**config.mk**
```make
export PLATFORM = sky130hd
export DESIGN_NAME = i2cms_out_buf
export DESIGN_NICKNAME = d
export VERILOG_FILES = /design/src/hdl/i2cms_pkg.sv /design/src/hdl/i2cms_out_buf.sv
export SDC_FILE = /design/constraint.sdc
export NUM_CORES = 1
export LEC_CHECK = 0
export BUFFER_PORTS_ARGS = -buffer_cell sky130_fd_sc_hd__buf_2
export CORE_MARGIN = 2
export CORE_UTILIZATION = 55
export DETAILED_ROUTE_END_ITERATION = 7
export PLACE_DENSITY = 0.86
export SLEW_MARGIN = 40
export SYNTH_ARGS = -nofsm -noshare
export SYNTH_HDL_FRONTEND = slang
export SYNTH_SLANG_ARGS = --single-unit
```
**constraint.sdc**
```tcl
create_clock -name clk -period 6.7 [get_ports clk]
set_input_delay 2.01 -clock clk [delete_from_list [all_inputs] [get_ports clk]]
set_output_delay 2.01 -clock clk [all_outputs]
set_load 0.03 [all_outputs]
```
**src/hdl/i2cms_pkg.sv**
```systemverilog
// Package for the I2C master message sequencer: sizes, codes, payload types.
// No dependencies.
package i2cms_pkg;

    localparam int MAX_MSGS = 8;
    localparam int MAX_LEN  = 64;

    localparam int CUR_W   = 4;
    localparam int CUR_MAX = (1 << CUR_W) - 1;
    localparam int MSG_AW  = (MAX_MSGS > 1) ? $clog2(MAX_MSGS) : 1;
    localparam int POS_AW  = (MAX_LEN > 1) ? $clog2(MAX_LEN) : 1;
    localparam int LEN_W   = $clog2(MAX_LEN + 1);
    localparam int CNT_W   = $clog2(MAX_MSGS + 1);
    localparam int CMP_W   = (CNT_W > CUR_W) ? CNT_W : CUR_W;
    localparam int DESC_W  = 7 + 1 + LEN_W;
    localparam int SEND_DEPTH = MAX_MSGS * MAX_LEN;
    localparam int SEND_AW = (SEND_DEPTH > 1) ? $clog2(SEND_DEPTH) : 1;

    localparam logic [2:0] REQ_LOAD_DESC = 3'd0;
    localparam logic [2:0] REQ_LOAD_BYTE = 3'd1;
    localparam logic [2:0] REQ_START     = 3'd2;
    localparam logic [2:0] REQ_BYTE_DONE = 3'd3;
    localparam logic [2:0] REQ_COND_DONE = 3'd4;

    localparam logic [2:0] ACT_NONE    = 3'd0;
    localparam logic [2:0] ACT_SEND    = 3'd1;
    localparam logic [2:0] ACT_STOP    = 3'd2;
    localparam logic [2:0] ACT_RESTART = 3'd3;
    localparam logic [2:0] ACT_DONE    = 3'd4;

    localparam logic [1:0] ACK_KEEP = 2'd0;
    localparam logic [1:0] ACK_ACK  = 2'd1;
    localparam logic [1:0] ACK_NACK = 2'd2;

    localparam logic [1:0] DRV_KEEP   = 2'd0;
    localparam logic [1:0] DRV_SERIAL = 2'd1;
    localparam logic [1:0] DRV_HIZ    = 2'd2;

    localparam logic [7:0] CLOCK_OUT_BYTE = 8'hff;

    typedef enum logic [2:0] {
        PH_IDLE,
        PH_ADDR,
        PH_TX,
        PH_RX,
        PH_STOP,
        PH_RESTART,
        PH_DONE
    } phase_t;

    typedef struct packed {
        logic [6:0]       addr;
        logic             rd;
        logic [LEN_W-1:0] len;
    } desc_t;

    typedef struct packed {
        logic [2:0] req_type;
        logic [2:0] desc_index;
        logic [6:0] desc_addr;
        logic       desc_read;
        logic [5:0] desc_length;
        logic [5:0] byte_offset;
        logic [7:0] write_data;
        logic [3:0] msg_total;
        logic       nack_seen;
        logic [7:0] rx_data;
        logic       cond_flag;
    } req_t;

    typedef struct packed {
        logic [2:0] action;
        logic [7:0] tx_byte;
        logic [1:0] ack_ctrl;
        logic [1:0] line_drive;
        logic       rx_valid;
        logic [2:0] rx_msg;
        logic [5:0] rx_offset;
        logic [7:0] rx_byte;
        logic       status;
    } rsp_t;

endpackage

```
**src/hdl/i2cms_out_buf.sv**
```systemverilog
// Result output register with one skid entry.
// Depends on i2cms_pkg.
module i2cms_out_buf (
    input  logic            clk,
    input  logic            rst_n,
    input  logic            push,
    input  i2cms_pkg::rsp_t push_data,
    output logic            full,
    output logic            rsp_valid,
    input  logic            rsp_stall,
    output i2cms_pkg::rsp_t rsp
);

    logic            out_valid_reg, out_valid_next;
    logic            skid_valid_reg, skid_valid_next;
    i2cms_pkg::rsp_t out_data_reg, out_data_next;
    i2cms_pkg::rsp_t skid_data_reg, skid_data_next;
    logic            fire;

    assign fire = out_valid_reg && !rsp_stall;

    always_comb
    begin
        out_valid_next  = out_valid_reg;
        skid_valid_next = skid_valid_reg;
        out_data_next   = out_data_reg;
        skid_data_next  = skid_data_reg;
        if (push)
        begin
            if (out_valid_reg && !fire)
            begin
                skid_valid_next = 1'b1;
                skid_data_next  = push_data;
            end
            else
            begin
                out_valid_next = 1'b1;
                out_data_next  = push_data;
            end
        end
        else if (fire)
        begin
            if (skid_valid_reg)
            begin
                out_data_next   = skid_data_reg;
                skid_valid_next = 1'b0;
            end
            else
            begin
                out_valid_next = 1'b0;
            end
        end
    end

    always_ff @(posedge clk or negedge rst_n)
    begin
        if (!rst_n)
        begin
            out_valid_reg  <= 1'b0;
            skid_valid_reg <= 1'b0;
        end
        else
        begin
            out_valid_reg  <= out_valid_next;
            skid_valid_reg <= skid_valid_next;
        end
    end

    always_ff @(posedge clk)
    begin
        out_data_reg  <= out_data_next;
        skid_data_reg <= skid_data_next;
    end

    assign full      = skid_valid_reg;
    assign rsp_valid = out_valid_reg;
    assign rsp       = out_data_reg;

endmodule

```
### After elaboration in Yosys (flattened, before gate mapping)

Index checks and enable logic that the tools add are counted.

| word-level totals | value |
|---|---|
| logic and storage cells | 44 |
| input bits | 38 |
| register bits after elaboration | 70 |

| operators by class | value |
|---|---|
| equality and inequality tests | 3 |
| mux-type cells | 11 |
| reductions and logical operators | 10 |

Operators with widths:

| operator | count |
|---|---|
| 2-to-1 mux 34 bit | 4 |
| 2-to-1 mux 1 bit | 7 |
| AND reduction 3 bit | 2 |
| inequality test 2 bit, second input constant | 2 |
| AND reduction 2 bit | 2 |
| nonzero test 2 bit | 2 |
| logical AND 1 bit | 2 |
| zero test 1 bit | 2 |
| inequality test 2 x 1 -> 1 bit, second input constant | 1 |

### Depth between registers and ports, before layout

| depth | value |
|---|---|
| word-level depth | 6 |
| gate-level depth with buffers | 4 |
| gate-level depth less buffers | 2 |

### Least setup slack after synthesis

Ideal clock, no wire load.

| timing path | value |
|---|---|
| path kind | input to register |
| start point | in push |
| end point | reg out_data_reg, in the netlist rsp[0] (enable) |
| slack | 2.206 ns |
| data required time | 6.264 ns |
| cell stages on the path | 4 |
| arrival | 4.058 ns |
| path through | buf_6 buf_6 a21oi_1 a21oi_1 |

| on the way | value |
|---|---|
| longest elaborated chain between the ends | 2 |
| elaborated cells between the ends (all ways) | 4 |

RTL lines:

| element | RTL line | source |
|---|---|---|
| start: declaration | i2cms_out_buf.sv:6 | `input logic push,` |
| inequality test 2 bit (no source line) or nonzero test 2 bit (tied branches) | n/a |  |
| AND reduction 3 bit (no source line) * | n/a |  |
| end signal: assignment | i2cms_out_buf.sv:71 | `out_data_reg <= out_data_next;` |
| end: declaration | i2cms_out_buf.sv:16 | `i2cms_pkg::rsp_t out_data_reg, out_data_next;` |

Every way passes the cells marked *; elsewhere a longest branch is shown, timed or not.
A chain may end at the register's enable or synchronous reset.

### Worst setup path in the final report

| timing path | value |
|---|---|
| start point | in push |
| end point | reg out_data_reg, in the netlist rsp[15] (enable) |

The elaborated chain is that of the path after synthesis.

==> flow_summary.ini <==
[outcome]
status = finished clean

[die]
die_w_um = 73.9
ios = 74
die_y_um = 73.9
row_count = 25
start_util_pct = 56.9
dieArea_um2 = 5460
core-area_um2 = 4720

[clock_tree]
cts_root_buf = clkbuf_8
htreeDepth = 3
cts_setup_buffers = 0
clkTransAtPathRegs_ps = 70
cts.sink_count = 70
cts_buffer_depth = 2
cts_tree = done
post_cts_resized = 0
holdBufCountCts = 0
numCtsBuffers = 9
clk_latency_ps = 340

[sta]
tightest_slew_ps = 602
fin_tns_setup_ps = 0
setup-violations-final = 0
slew_viol_final = 0
max_slew_margin_pct = 59.9
clock_skew_ps = 8.39
rsz0062_at_grt = no
hold_violations = 0
fin_crit_ps = 3300
fmax_mhz = 303
min_period_over_period_pct = 49.3

[power_and_ir_drop]
p_leak_uw = 0.00134
p_per_area_nw_per_um2 = 300
clkPwrFrac_pct = 31.8
seq_power_share_pct = 54.0
p_sw_uw = 248
total_power_uw = 990
combinationalPowerShare_pct = 14.3
p_sw_share_pct = 25.1
ir_drop_v = 0.000171
internal-power_uw = 742

[synthesis]
avgSynthCellArea_um2 = 23.0
synth_warnings = 0
syn_nets = 155
ys_ff_latch = 70
syn_inst = 117
synth.distinct_cells = 13
synth-seq-area-share_pct = 77.8
syn-cell-area_um2 = 2690

[drt]
drc = 0
drtIter0Drc = 121
vias = 1338
vias_per_cell = 4.92
drt-total-wl_um = 4560
ant_nets = 0
firstDrtPassIters = 4
wl_per_cell_um = 16.8

[job]
drv_cap = 0

[global_route]
grt_pass1_vias = 1403
grt_pass1_wl_um = 6790
grt_max_degree = 38
antenna_found_initial = 0
grt_overflow = 0
grtUsageTotal_pct = 18.0

[placed_design]
dpl.hpwl_um = 3000
gp_congestion = 0.726
port_buffers = 73

[cells_and_area]
drive_above_1_share_pct = 60.5
final_common_cell = buf_2
nFillCells = 303
nNetsFinal = 238
antenna_cells = 0
syn2layout_area_growth_pct = 22.9
final_cell_mix = 72 x buf_2, 68 x edfxtp_1, 27 x mux2_4, 9 x clkbuf_8, 7 x mux2_2
fin_util_pct = 69.9

[min_path]
min_path_type = reg -> reg

[worst_setup_path]
critPathArrivalTime_ps = 3350
cp-start-kind = primary input
endpoint_kind = register
critPathKind = in -> reg
crit_required_ps = 6750
crit_fanout = 37
-- path summary, 6_finish.rpt --
path	endpoint	cells past startpoint	slack [ps]	from
hold / removal	rsp[11]$_DFFE_PP_	1	550	skid_data_reg[11]$_DFFE_PP_
max in group asynchronous	full$_DFFE_PN0P_	1	5160	rst_n
min in group asynchronous	rsp_valid$_DFFE_PN0P_	1	1440	rst_n
setup reg to reg	rsp[15]$_DFFE_PP_	3	5050	rsp_valid$_DFFE_PN0P_
hold reg to reg	rsp[11]$_DFFE_PP_	1	550	skid_data_reg[11]$_DFFE_PP_
setup / recovery	rsp[15]$_DFFE_PP_	4	3400	push
-- metrics by stage --
stage | std cells | worst slack, ps | hold slack, ps | cell area [µm²]
2_1_floorplan | 117 | 2210 | 525 | 2690
3_3_place_gp | 254 | 2540 | 529 | 3090
5_1_grt | 272 | 3310 | 560 | 3300
3_5_place_dp | 256 | 3090 | 534 | 3120
6_report | 272 | 3400 | 545 | 3300
4_1_cts | 272 | 3390 | 541 | 3300
-- power groups by stage --
stage / sequential [µW] / clock (µW) / combinational (µW)
6_report: 535 / 314 / 141
5_1_grt: 538 / 338 / 149
4_1_cts: 535 / 322 / 143
3_5_place_dp: 543 / 0 / 142
3_3_place_gp: 543 / 0 / 133
2_1_floorplan: 593 / 0 / 45.7
-- per-layer routing --
| layer | vias to the layer above | global-route usage (%) | wire [µm] | share of wire (%) |
|---|---|---|---|---|
| li1 | 626 | - | - | - |
| met1 | 651 | 23.2 | 2030 | 45 |
| met2 | 51 | 26.7 | 2150 | 47 |
| met3 | 10 | 6.72 | 285 | 6.2 |
| met4 | 0 | 9.70 | 99 | 2.2 |
| met5 | - | 0 | 0 | 0 |
-- cells by family (layout without fill, tap and decap cells) --
group | count (synthesis) | in the layout | share of synthesized area, %
AO/OA/AOI/OAI | 5 | 5 | 1.07
AND/OR/NAND/NOR | 3 | 3 | 0.605
flip-flops | 70 | 70 | 77.8
buffers and inverters | 5 | 93 | 2.47
multiplexers | 34 | 34 | 18.0
-- area by class of cell --
| class | instances | area, µm² | area share, % |
|---|---|---|---|
| Timing Repair Buffer | 76 | 402 | 12.2 |
| Clock buffer | 10 | 128 | 3.87 |
| Inverter | 1 | 3.75 | 0.114 |
| Sequential cell | 70 | 2090 | 63.4 |
| Tap cell | 67 | 83.8 | 2.54 |
| Multi-Input combinational cell | 42 | 541 | 16.4 |
| Clock inverter | 6 | 52.6 | 1.59 |
-- synthesized netlist by cell type --
master,count,share of area [%]
and3_1,1,0.23
buf_6,2,0.84
buf_12,2,1.5
a21oi_1,3,0.56
nand2b_1,1,0.23
o21ai_0,1,0.19
mux2_2,7,2.9
edfxtp_1,68,76
dfrtp_1,2,1.9
inv_1,1,0.14
o2bb2ai_1,1,0.33
nand2_1,1,0.14
mux2_4,27,15
-- worst max-delay path, stage by stage --
cell	delay, ps
buf_4	470
a21oi_1	180
a21oi_4	430
buf_6	230
Note: power is estimated with default switching activity, not from simulation.
