## src/hdl/i2cms_ram.sv

```systemverilog
// Simple dual-port RAM, registered read, write-to-read forwarding.
// No dependencies.
module i2cms_ram #(
    parameter int WIDTH = 8,
    parameter int DEPTH = 8
) (
    input  logic                                   clk,
    input  logic                                   rst_n,
    input  logic                                   wr_en,
    input  logic [((DEPTH > 1) ? $clog2(DEPTH) : 1)-1:0] wr_addr,
    input  logic [WIDTH-1:0]                       wr_data,
    input  logic [((DEPTH > 1) ? $clog2(DEPTH) : 1)-1:0] rd_addr,
    output logic [WIDTH-1:0]                       rd_data
);

    logic [WIDTH-1:0] mem_reg [DEPTH];
    logic [WIDTH-1:0] rd_q_reg;
    logic [WIDTH-1:0] fwd_data_reg;
    logic             fwd_hit_reg;
    logic             fwd_hit_next;

    assign fwd_hit_next = wr_en && (wr_addr == rd_addr);

    always_ff @(posedge clk)
    begin
        if (wr_en)
        begin
            mem_reg[wr_addr] <= wr_data;
        end
        rd_q_reg     <= mem_reg[rd_addr];
        fwd_data_reg <= wr_data;
    end

    always_ff @(posedge clk or negedge rst_n)
    begin
        if (!rst_n)
        begin
            fwd_hit_reg <= 1'b0;
        end
        else
        begin
            fwd_hit_reg <= fwd_hit_next;
        end
    end

    assign rd_data = fwd_hit_reg ? fwd_data_reg : rd_q_reg;

endmodule

```

## config.mk

```make
export PLATFORM = sky130hd
export DESIGN_NAME = i2cms_ram
export DESIGN_NICKNAME = d
export VERILOG_FILES = /design/src/hdl/i2cms_ram.sv
export SDC_FILE = /design/constraint.sdc
export NUM_CORES = 1
export LEC_CHECK = 0
export ABC_AREA = 1
export BUFFER_PORTS_ARGS = -buffer_cell sky130_fd_sc_hd__buf_2
export CAP_MARGIN = 25
export CORE_ASPECT_RATIO = 1.5
export CORE_MARGIN = 10
export CORE_UTILIZATION = 53
export DETAILED_ROUTE_END_ITERATION = 8
export GPL_ROUTABILITY_DRIVEN = 0
export PLACE_DENSITY = 0.85
export REMOVE_ABC_BUFFERS = 1
export SLEW_MARGIN = 20
export SYNTH_ARGS = -nofsm -noshare
export SYNTH_HDL_FRONTEND = slang
export SYNTH_SLANG_ARGS = --single-unit
```

## constraint.sdc

```tcl
create_clock -name clk -period 1 [get_ports clk]
set_clock_uncertainty 0.2 [all_clocks]
set_input_delay 0 -clock clk [delete_from_list [all_inputs] [get_ports clk]]
set_output_delay 0 -clock clk [all_outputs]
set_load 0.02 [all_outputs]
```

; Word level (Yosys, flattened, before mapping)
; Memories as Yosys holds them, arrays and structs flattened. A register that Yosys moved wholly into a read port is not among the register bits.
; Cells that the tools add are included.
[totals]
inputBits = 17
n_memories = 1
word_cells = 8
ramBits = 64
out_inout_bits = 8
register_bits = 9
[classes]
reduce_logical = 1
n_mux = 3
eq_ne = 1
[memory_table]
columns = memory, depth, word_bits, read_ports, rd_clocked_by_memory_dff, wr, line
row1 = mem_reg, 8, 8, 1, 1, 1, 16  ; logic [WIDTH-1:0] mem_reg [DEPTH];
[ops]
columns = op, n
row1 = 8-bit two-way mux, 1
row2 = 3-bit equality test, 1
row3 = 1-bit two-way mux, 2
row4 = 1-bit logical AND, 1

; Depth between registers and ports, before layout
; Gate-level depths: netlist of run 1.
[depth]
word_depth = 2
depth_mapped = 8
mapped_depth_nobuf = 6

; Least setup slack after synthesis of run 1
; No wires, ideal clock.
[synth_path]
kind = input-to-reg
from = input port wr_addr[0] in the netlist's numbering
to = memory mem_reg[0][0] (enable)
required_time_ps = 430
t_arrival_ps = 525
path_buffers = 0
slack_ps = -95
cell_stages = 3
path_cell_list = inv_1 > nand2_1 > nor2_1
[synth_rtl]
columns = element, line
row1 = from (decl), 10  ; input logic [((DEPTH > 1) ? $clog2(DEPTH) : 1)-1:0] wr_addr,
row2 = to (decl), 16
; Straight into the memory's write port.

; Worst setup path after layout of run 1
[layout_path]
from = register fwd_hit_reg
to = output port rd_data[1]
[layout_between]
elab_chain_len = 1
[layout_lines]
columns = element, line
row1 = from (decl), 19  ; logic fwd_hit_reg;
row2 = from (signal assigned), 42  ; fwd_hit_reg <= fwd_hit_next;
row3 = 8-bit two-way mux, 46  ; assign rd_data = fwd_hit_reg ? fwd_data_reg : rd_q_reg;
row4 = to (decl), 13  ; output logic [WIDTH-1:0] rd_data
; Every way passes these cells.

==> flow_summary.ini, run 1 <==
[timing]
hold_viol = 9
max_freq_mhz = 657
worst_pin_slew_ns = 0.377
timing.final.ws_setup_ns = -0.523
min_period_ns = 1.52
final-setup-viol-count = 17
slew_headroom_pct = 74.9
hold_slack_ns = -0.168
tns_ns = -5.10
period_share_pct = 152
final_max_slew_viol_count = 0
rsz0062_at_grt = true

[logic_synthesis]
syn_inst = 328
synth_area_um2 = 3370
ys_ff_latch = 81
yosysSeqAreaShare_pct = 67.3
yosysWarnings = 0
synth_cell_types = 16
avgSynthCellArea_um2 = 10.3

[floorplanning]
die_w_um = 85.1
initial_core_util_pct = 54.6
die_area_um2 = 10000
die_h_um = 118
placementRows = 35
core_area_um2 = 6170
io_pins = 25

[clock_tree]
clk_latency_ns = 0.34
cts_tree = built
cts_buffers = 9
clockRootBuffer = clkbuf_8
clock-sinks = 81
cts_buffer_depth = 2
postCtsSetupBuffers = 0
path_clk_slew_ns = 0.08
h-tree-depth = 3

[routing]
vias = 2321
drt_first_iter_violations = 167
ant_nets = 0
avgViaCountPerCell = 4.97
wl_mm = 7.15
avgRoutedWirePerCell_um = 15.3
drt_first_pass_iters = 4
post-route-drc-count = 0

[worst_setup_path]
critPathKind = flop to output port
critical_path.endpoint_type = output port
crit_path_start_kind = flop
cpPeakStageDelay_ns = 0.40
worst_path_most_repeated_cell = buf_6
crit_fanout = 4
critical_path_arrival_ns = 1.32
path_cells = buf_6, mux2_4, buf_6
required_ns = 0.80
critPathSlowestCell = dfrtp_1

[final_layout]
mostFrequentLayoutCell = nand2_1
area_growth_pct = 24.1
register_area_um2 = 2270
drive_above_1_share_pct = 25.2
layoutNonFillerInstCount = 467
fillerInstances = 398
fin_nets = 405
multiInputGateArea_um2 = 843
final_cell_mix = 104 x nand2_1, 64 x inv_1, 64 x edfxtp_1
n_antenna_cell = 0
largest_reg_flops = 64

[global_route]
grt_first_pass_wirelength_mm = 11.6
grt_usage_pct = 14.6
grt_pass1_vias = 2404
grt.overflow.total = 0
antenna_found_initial = 0
grt_max_degree = 18

[run]
cap_violations = 0

[place]
post-place-cells = 439
port_buffers = 24
dp_hpwl_mm = 4.67

[pwr]
peakVddDrop_v = 0.000994
power.density_nw_per_um2 = 1620
p_leak_nw = 1.97

[outcome]
violations = negative hold slack, negative setup slack
status = finished with violations

[worst_hold_path]
worst_hold_path_type = input port to flop
report_power, final:
part,leakage [nW],internal [W],switching (W)
clock network,0.102,0.00105,0.00111
logic,1.14,0.000352,0.000434
registers,0.730,0.00377,0.0000384
total,1.97,0.00517,0.00158
per-stage QoR:
step | hold WS [ns] | area (µm²) | total power (W) | worst slack [ns] | utilization (%)
after global routing | -0.146 | 4180 | 0.00703 | -0.560 | 67.7
final | -0.168 | 4180 | 0.00675 | -0.523 | 67.7
after floorplan | -0.496 | 3270 | 0.00419 | -0.0952 | -
after detailed placement | -0.424 | 3700 | 0.00450 | -0.166 | 60.0
after CTS | -0.0834 | 4110 | 0.00675 | -0.541 | 66.5
after global placement | -0.421 | 3700 | 0.00446 | -0.150 | 60.0
kinds of logic after synthesis:
family	share of synthesized area, %
buffers and inverters	11.0
XOR/XNOR	0.260
AO/OA/AOI/OAI	0.148
multiplexers	2.67
flip-flops	67.3
AND/OR/NAND/NOR	18.7
final timing paths:
path,slack [ns],startpoint,cells after the start,endpoint
worst max-delay path,-0.52,fwd_hit_reg,3,rd_data[1]
worst min-delay path,-0.17,wr_addr[0],4,fwd_hit_reg
worst max register to register,-0.14,mem_reg[5][0],6,rd_q_reg[0]
worst min register to register,0.45,mem_reg[3][6],6,rd_q_reg[6]
max in group asynchronous,0.20,rst_n,3,fwd_hit_reg
min in group asynchronous,0.29,rst_n,3,fwd_hit_reg
cells in the mapped netlist:
| cell type | count | share of area, % |
|---|---|---|
| nand2_1 | 113 | 13 |
| inv_1 | 68 | 7.6 |
| edfxtp_1 | 64 | 57 |
| nand3_1 | 33 | 4.9 |
| dfxtp_1 | 16 | 9.5 |
| mux2_2 | 8 | 2.7 |
| nor2_1 | 8 | 0.89 |
| buf_6 | 6 | 2.0 |
| buf_2 | 3 | 0.45 |
| buf_4 | 3 | 0.67 |
| dfrtp_1 | 1 | 0.74 |
| inv_2 | 1 | 0.11 |
| inv_4 | 1 | 0.19 |
| nor3_2 | 1 | 0.30 |
| o21ai_0 | 1 | 0.15 |
| xor2_1 | 1 | 0.26 |
metal layers:
| metal | vias to the layer above | routed length [µm] | global-route usage (%) |
|---|---|---|---|
| li1 | 1141 | - | - |
| met1 | 1056 | 2510 | 14.8 |
| met2 | 94 | 3860 | 24.8 |
| met3 | 30 | 413 | 3.12 |
| met4 | 0 | 369 | 11.5 |
| met5 | - | 0 | 0 |
critical path, delay by kind of cell (launching register included):
kind / cells / cell delay (ns)
buffers and inverters: 2 / 0.27
multiplexers: 1 / 0.30
flip-flops: 1 / 0.40
repair_timing:
item | 4_1_cts | 5_1_grt
hold endpoints to repair | 82 | 8
gates resized for setup | 26 | 26
pin swaps | 11 | 17
endpoints found under the setup margin | 16 | 49
hold buffers | 13 | 1
final cells by class:
cell class                 count  area share, %
sequential                    81           54.2
multi-input combinational    165           20.2
timing repair buffer          61           12.6
inverter                      70           6.34
clock buffer                  10           3.56
tap                           74           2.21
clock inverter                 6          0.898
Power figures use the tool's default switching activity.
==> run 2: changes to the inputs <==
Settings changed: CELL_PAD_IN_SITES_DETAIL_PLACEMENT set to 0, CELL_PAD_IN_SITES_GLOBAL_PLACEMENT set to 1, CORE_UTILIZATION 53 to 42.
==> run 2 against run 1 <==
Critical path type unchanged. Maximum frequency down 2.7%. Hold slack better by 0.047 ns. Highest routed layer unchanged. Clock power up 62%. Register-to-register slack better by 0.10 ns. Global-route usage down 1.6 points. The run still ends with negative hold slack, negative setup slack left. Routed wire length up 4.1%. Via count up 2.1%. Utilization down 13 points.
==> flow_summary.ini, run 2 (synthesis gave the netlist of run 1 again) <==
[global_route]
grt_pass1_vias = 2416
grt.overflow.total = 0
grt_usage_pct = 13.0
grt_max_degree = 34
grt_first_pass_wirelength_mm = 11.9
antenna_found_initial = 0

[timing]
hold_viol = 2
rsz0062_at_grt = true
period_share_pct = 157
tns_ns = -5.02
final_max_slew_viol_count = 0
timing.final.ws_setup_ns = -0.565
final-setup-viol-count = 17
max_freq_mhz = 639
worst_pin_slew_ns = 0.197
slew_headroom_pct = 86.7
min_period_ns = 1.57
hold_slack_ns = -0.121

[routing]
avgRoutedWirePerCell_um = 14.9
avgViaCountPerCell = 4.73
drt_first_pass_iters = 4
ant_nets = 0
drt_first_iter_violations = 167
post-route-drc-count = 0
vias = 2370
wl_mm = 7.44

[final_layout]
final_cell_mix = 111 x nand2_1, 67 x inv_1, 64 x edfxtp_1
post-route-util_pct = 54.9
largest_reg_flops = 64
drive_above_1_share_pct = 22.0
n_antenna_cell = 0
fin_nets = 408
area_growth_pct = 28.7
layoutNonFillerInstCount = 501
mostFrequentLayoutCell = nand2_1

[worst_hold_path]
hp-start = wr_addr[0]
worst_hold_path_type = input port to flop

[clock_tree]
postCtsSetupBuffers = 0
cts_buffers = 9
h-tree-depth = 3
clock-sinks = 81
cts_tree = built
clk_latency_ns = 0.34
path_clk_slew_ns = 0.06
clockRootBuffer = clkbuf_16
cts_buffer_depth = 2

[worst_setup_path]
required_ns = 0.80
worstSetupPathDepth = 3
path_cells = buf_12, mux2_4, buf_6
setup.worst_path.end = rd_data[6]
critical-path-top-delay-family = flip-flops
cp_num_buf_inv = 2
critPathSlowestCell = dfrtp_1
critPathKind = flop to output port
r2r_cells = 6
critical_path.endpoint_type = output port
crit_path_start_kind = flop
r2r_slack_ns = -0.04
r2r-end = rd_q_reg[5]
crit_start = fwd_hit_reg
critical_path_arrival_ns = 1.37
r2r-start = mem_reg[5][5]
crit_fanout = 5
cpPeakStageDelay_ns = 0.42

[outcome]
violations = negative hold slack, negative setup slack
status = finished with violations

[floorplanning]
die_area_um2 = 12100
placementRows = 40
core_area_um2 = 7910
io_pins = 25
die_w_um = 93.1
die_h_um = 130
initial_core_util_pct = 42.6

[place]
post-place-cells = 473
dp_hpwl_mm = 4.69
port_buffers = 24

[pwr]
power.density_nw_per_um2 = 1860
peakVddDrop_v = 0.00126
power.total_w = 0.00809
p_leak_nw = 2.03

[run]
cap_violations = 0
-- run 2: routing by layer --
metal / up-vias / routed length (µm) / GRT usage [%]
met5: - / 0 / 0
met4: 0 / 217 / 8.20
met3: 13 / 330 / 2.42
met2: 80 / 4040 / 23.2
met1: 1127 / 2860 / 13.6
li1: 1150 / - / -
-- run 2: how the worst min path moves through the flow --
stage                   to  slack, ns  depth (start not counted)
2_1_floorplan  fwd_hit_reg      -0.50                          0
3_3_place_gp   fwd_hit_reg      -0.41                          1
3_5_place_dp   fwd_hit_reg      -0.41                          1
4_1_cts        fwd_hit_reg      -0.08                          4
5_1_grt        fwd_hit_reg      -0.10                          5
6_report       fwd_hit_reg      -0.12                          5
-- run 2: through the flow --
stage	worst slack [ns]	area [µm²]
6_report	-0.565	4340
5_1_grt	-0.593	4340
3_3_place_gp	-0.212	3780
4_1_cts	-0.566	4310
2_1_floorplan	-0.0952	3270
3_5_place_dp	-0.231	3780
-- run 2: cell type report --
type / count / area [µm²]
fillers: 693 / 3570
flip-flops and latches: 81 / 2270
multi-input cells: 165 / 798
repair buffers: 64 / 554
inverters: 70 / 265
clock buffers: 11 / 243
well taps: 105 / 131
clock inverters: 5 / 80.1
-- run 2: power breakdown --
part | switching, W | internal (W) | total [W]
logic | 0.000418 | 0.000356 | 0.000774
clock network | 0.00125 | 0.00225 | 0.00350
registers | 0.0000377 | 0.00377 | 0.00381
total | 0.00171 | 0.00638 | 0.00809
-- run 2: repair_timing --
| item | in CTS | in global routing |
|---|---|---|
| hold endpoints to repair | 82 | 9 |
| resized for setup | 24 | 10 |
| pin swaps | 14 | 8 |
| endpoints found under the setup margin | 16 | 17 |
| hold buffers | 13 | 1 |
-- run 2: worst min-delay path, cell delays in order --
cell and delay, ns:
buf_2 0.11, buf_4 0.10, nand2_1 0.05, nand3_2 0.08, nor3_2 0.04
==> run 3: changes to the inputs <==
Settings changed: CELL_PAD_IN_SITES_DETAIL_PLACEMENT 0 to 1.
==> run 3 against run 2 <==
The run still ends with negative hold slack, negative setup slack left. Hold slack about the same. Utilization up 1.5 points. Combinational power up 11%. Global-route usage up 4.1 points. Final cell count unchanged. Critical path type unchanged. Largest cell class unchanged.
==> flow_summary.ini, run 3 (synthesis gave the netlist of run 1 again) <==
[final_layout]
fillerInstances = 885
drive_above_1_share_pct = 28.3
n_antenna_cell = 0
multiInputGateArea_um2 = 868
final_cell_mix = 99 x nand2_1, 64 x edfxtp_1, 62 x inv_1
mostFrequentLayoutCell = nand2_1
register_area_um2 = 2270
layoutNonFillerInstCount = 501
area_growth_pct = 32.2
fin_nets = 408
largest_reg_flops = 64

[pwr]
peakVddDrop_v = 0.00157
power.density_nw_per_um2 = 1970
p_leak_nw = 2.06

[place]
post-place-cells = 473
pre_cts_ws_ns = -0.225
dp_hpwl_mm = 5.73
port_buffers = 24

[worst_setup_path]
cpPeakStageDelay_ns = 0.43
crit_fanout = 5
critPathSlowestCell = dfrtp_1
crit_path_start_kind = flop
critical-path-top-delay-family = flip-flops
required_ns = 0.80
critPathKind = flop to output port
path_cells = buf_12, mux2_4, buf_6
critical_path_arrival_ns = 1.38
critical_path.endpoint_type = output port
cp_num_buf_inv = 2

[routing]
avgRoutedWirePerCell_um = 20.3
drt_first_pass_iters = 4
post-route-drc-count = 0
avgViaCountPerCell = 4.98
drt_first_iter_violations = 210
ant_nets = 0
wl_mm = 10.2
vias = 2497

[clock_tree]
clk_latency_ns = 0.34
path_clk_slew_ns = 0.06
postCtsSetupBuffers = 0
cts_buffer_depth = 2
clockRootBuffer = clkbuf_16
cts_hold_buf = 14
h-tree-depth = 3
clock-sinks = 81
cts_buffers = 9
cts_tree = built

[floorplanning]
core_area_um2 = 7910
die_h_um = 130
initial_core_util_pct = 42.6
die_area_um2 = 12100
placementRows = 40
io_pins = 25
die_w_um = 93.1

[timing]
period_share_pct = 158
slew_headroom_pct = 85.9
min_period_ns = 1.58
timing.final.ws_setup_ns = -0.582
final_max_slew_viol_count = 0
worst_pin_slew_ns = 0.209
max_freq_mhz = 632
final-setup-viol-count = 16
rsz0062_at_grt = true
hold_slack_ns = -0.121
hold_viol = 6

[global_route]
grt_max_degree = 34
antenna_found_initial = 0
grt.overflow.total = 0
grt_usage_pct = 17.1
grt_first_pass_wirelength_mm = 15.3
grt_pass1_vias = 2767

[worst_hold_path]
worst_hold_path_type = input port to flop

[outcome]
status = finished with violations
violations = negative hold slack, negative setup slack

[run]
cap_violations = 0
==> run 3: changes by cell type in the layout (fill, tap and decap cells not counted), sizes merged <==
cell and change:
bufinv +2, clkinv -1, clkinvlp -1
==> run 3: final timing paths <==
| check | depth (start not counted) | slack [ns] | endpoint | from |
|---|---|---|---|---|
| worst min-delay path | 5 | -0.12 | fwd_hit_reg | wr_addr[0] |
| worst min register to register | 6 | 0.45 | rd_q_reg[7] | mem_reg[1][7] |
| worst max-delay path | 3 | -0.58 | rd_data[1] | fwd_hit_reg |
| max in group asynchronous | 3 | 0.19 | fwd_hit_reg | rst_n |
| worst max register to register | 6 | -0.15 | rd_q_reg[5] | mem_reg[3][5] |
| min in group asynchronous | 3 | 0.31 | fwd_hit_reg | rst_n |
==> run 3: area by class of cell <==
type,instances,area share (%)
Tap cell,105,2.95
Inverter,70,5.95
Multi-Input combinational cell,165,19.5
Clock inverter,5,2.86
Sequential cell,81,50.9
Timing Repair Buffer,64,12.4
Clock buffer,11,5.45
==> run 3: what timing repair did <==
action                                  in CTS  in global routing
pin swaps                                   12                 15
endpoints found under the setup margin      16                 17
endpoints found under the hold margin       82                  6
gates resized for setup                     31                 28
==> run 3: power breakdown <==
part | internal [W] | switching (W) | total (W)
clock network | 0.00276 | 0.00136 | 0.00412
registers | 0.00377 | 0.0000451 | 0.00382
logic | 0.000367 | 0.000491 | 0.000858
==> run 3: worst min-delay path, cell delays in order <==
cell and delay, ns:
buf_2 0.10, buf_4 0.10, nand2_1 0.05, nand3_2 0.08
nor3_2 0.04
==> run 3: metal layers <==
metal | wire [µm] | vias to the layer above | share of wire, % | track usage [%]
li1 | - | 1147 | - | -
met1 | 3920 | 1240 | 39 | 18.7
met2 | 5400 | 88 | 53 | 29.7
met3 | 526 | 22 | 5.2 | 4.20
met4 | 324 | 0 | 3.2 | 9.38
met5 | 0 | - | 0 | 0
==> run 3: stage by stage <==
| stage | total power [W] | util, % | hold WS (ns) | TNS [ns] | area (µm²) |
|---|---|---|---|---|---|
| after global placement | 0.00450 | 47.8 | -0.415 | -6.04 | 3780 |
| final | 0.00880 | 56.4 | -0.121 | -5.30 | 4460 |
| after CTS | 0.00874 | 55.5 | -0.0630 | -5.15 | 4390 |
| after global routing | 0.00905 | 56.4 | -0.105 | -5.87 | 4460 |
| after floorplan | 0.00419 | - | -0.496 | -5.33 | 3270 |
| after detailed placement | 0.00455 | 47.8 | -0.419 | -9.56 | 3780 |
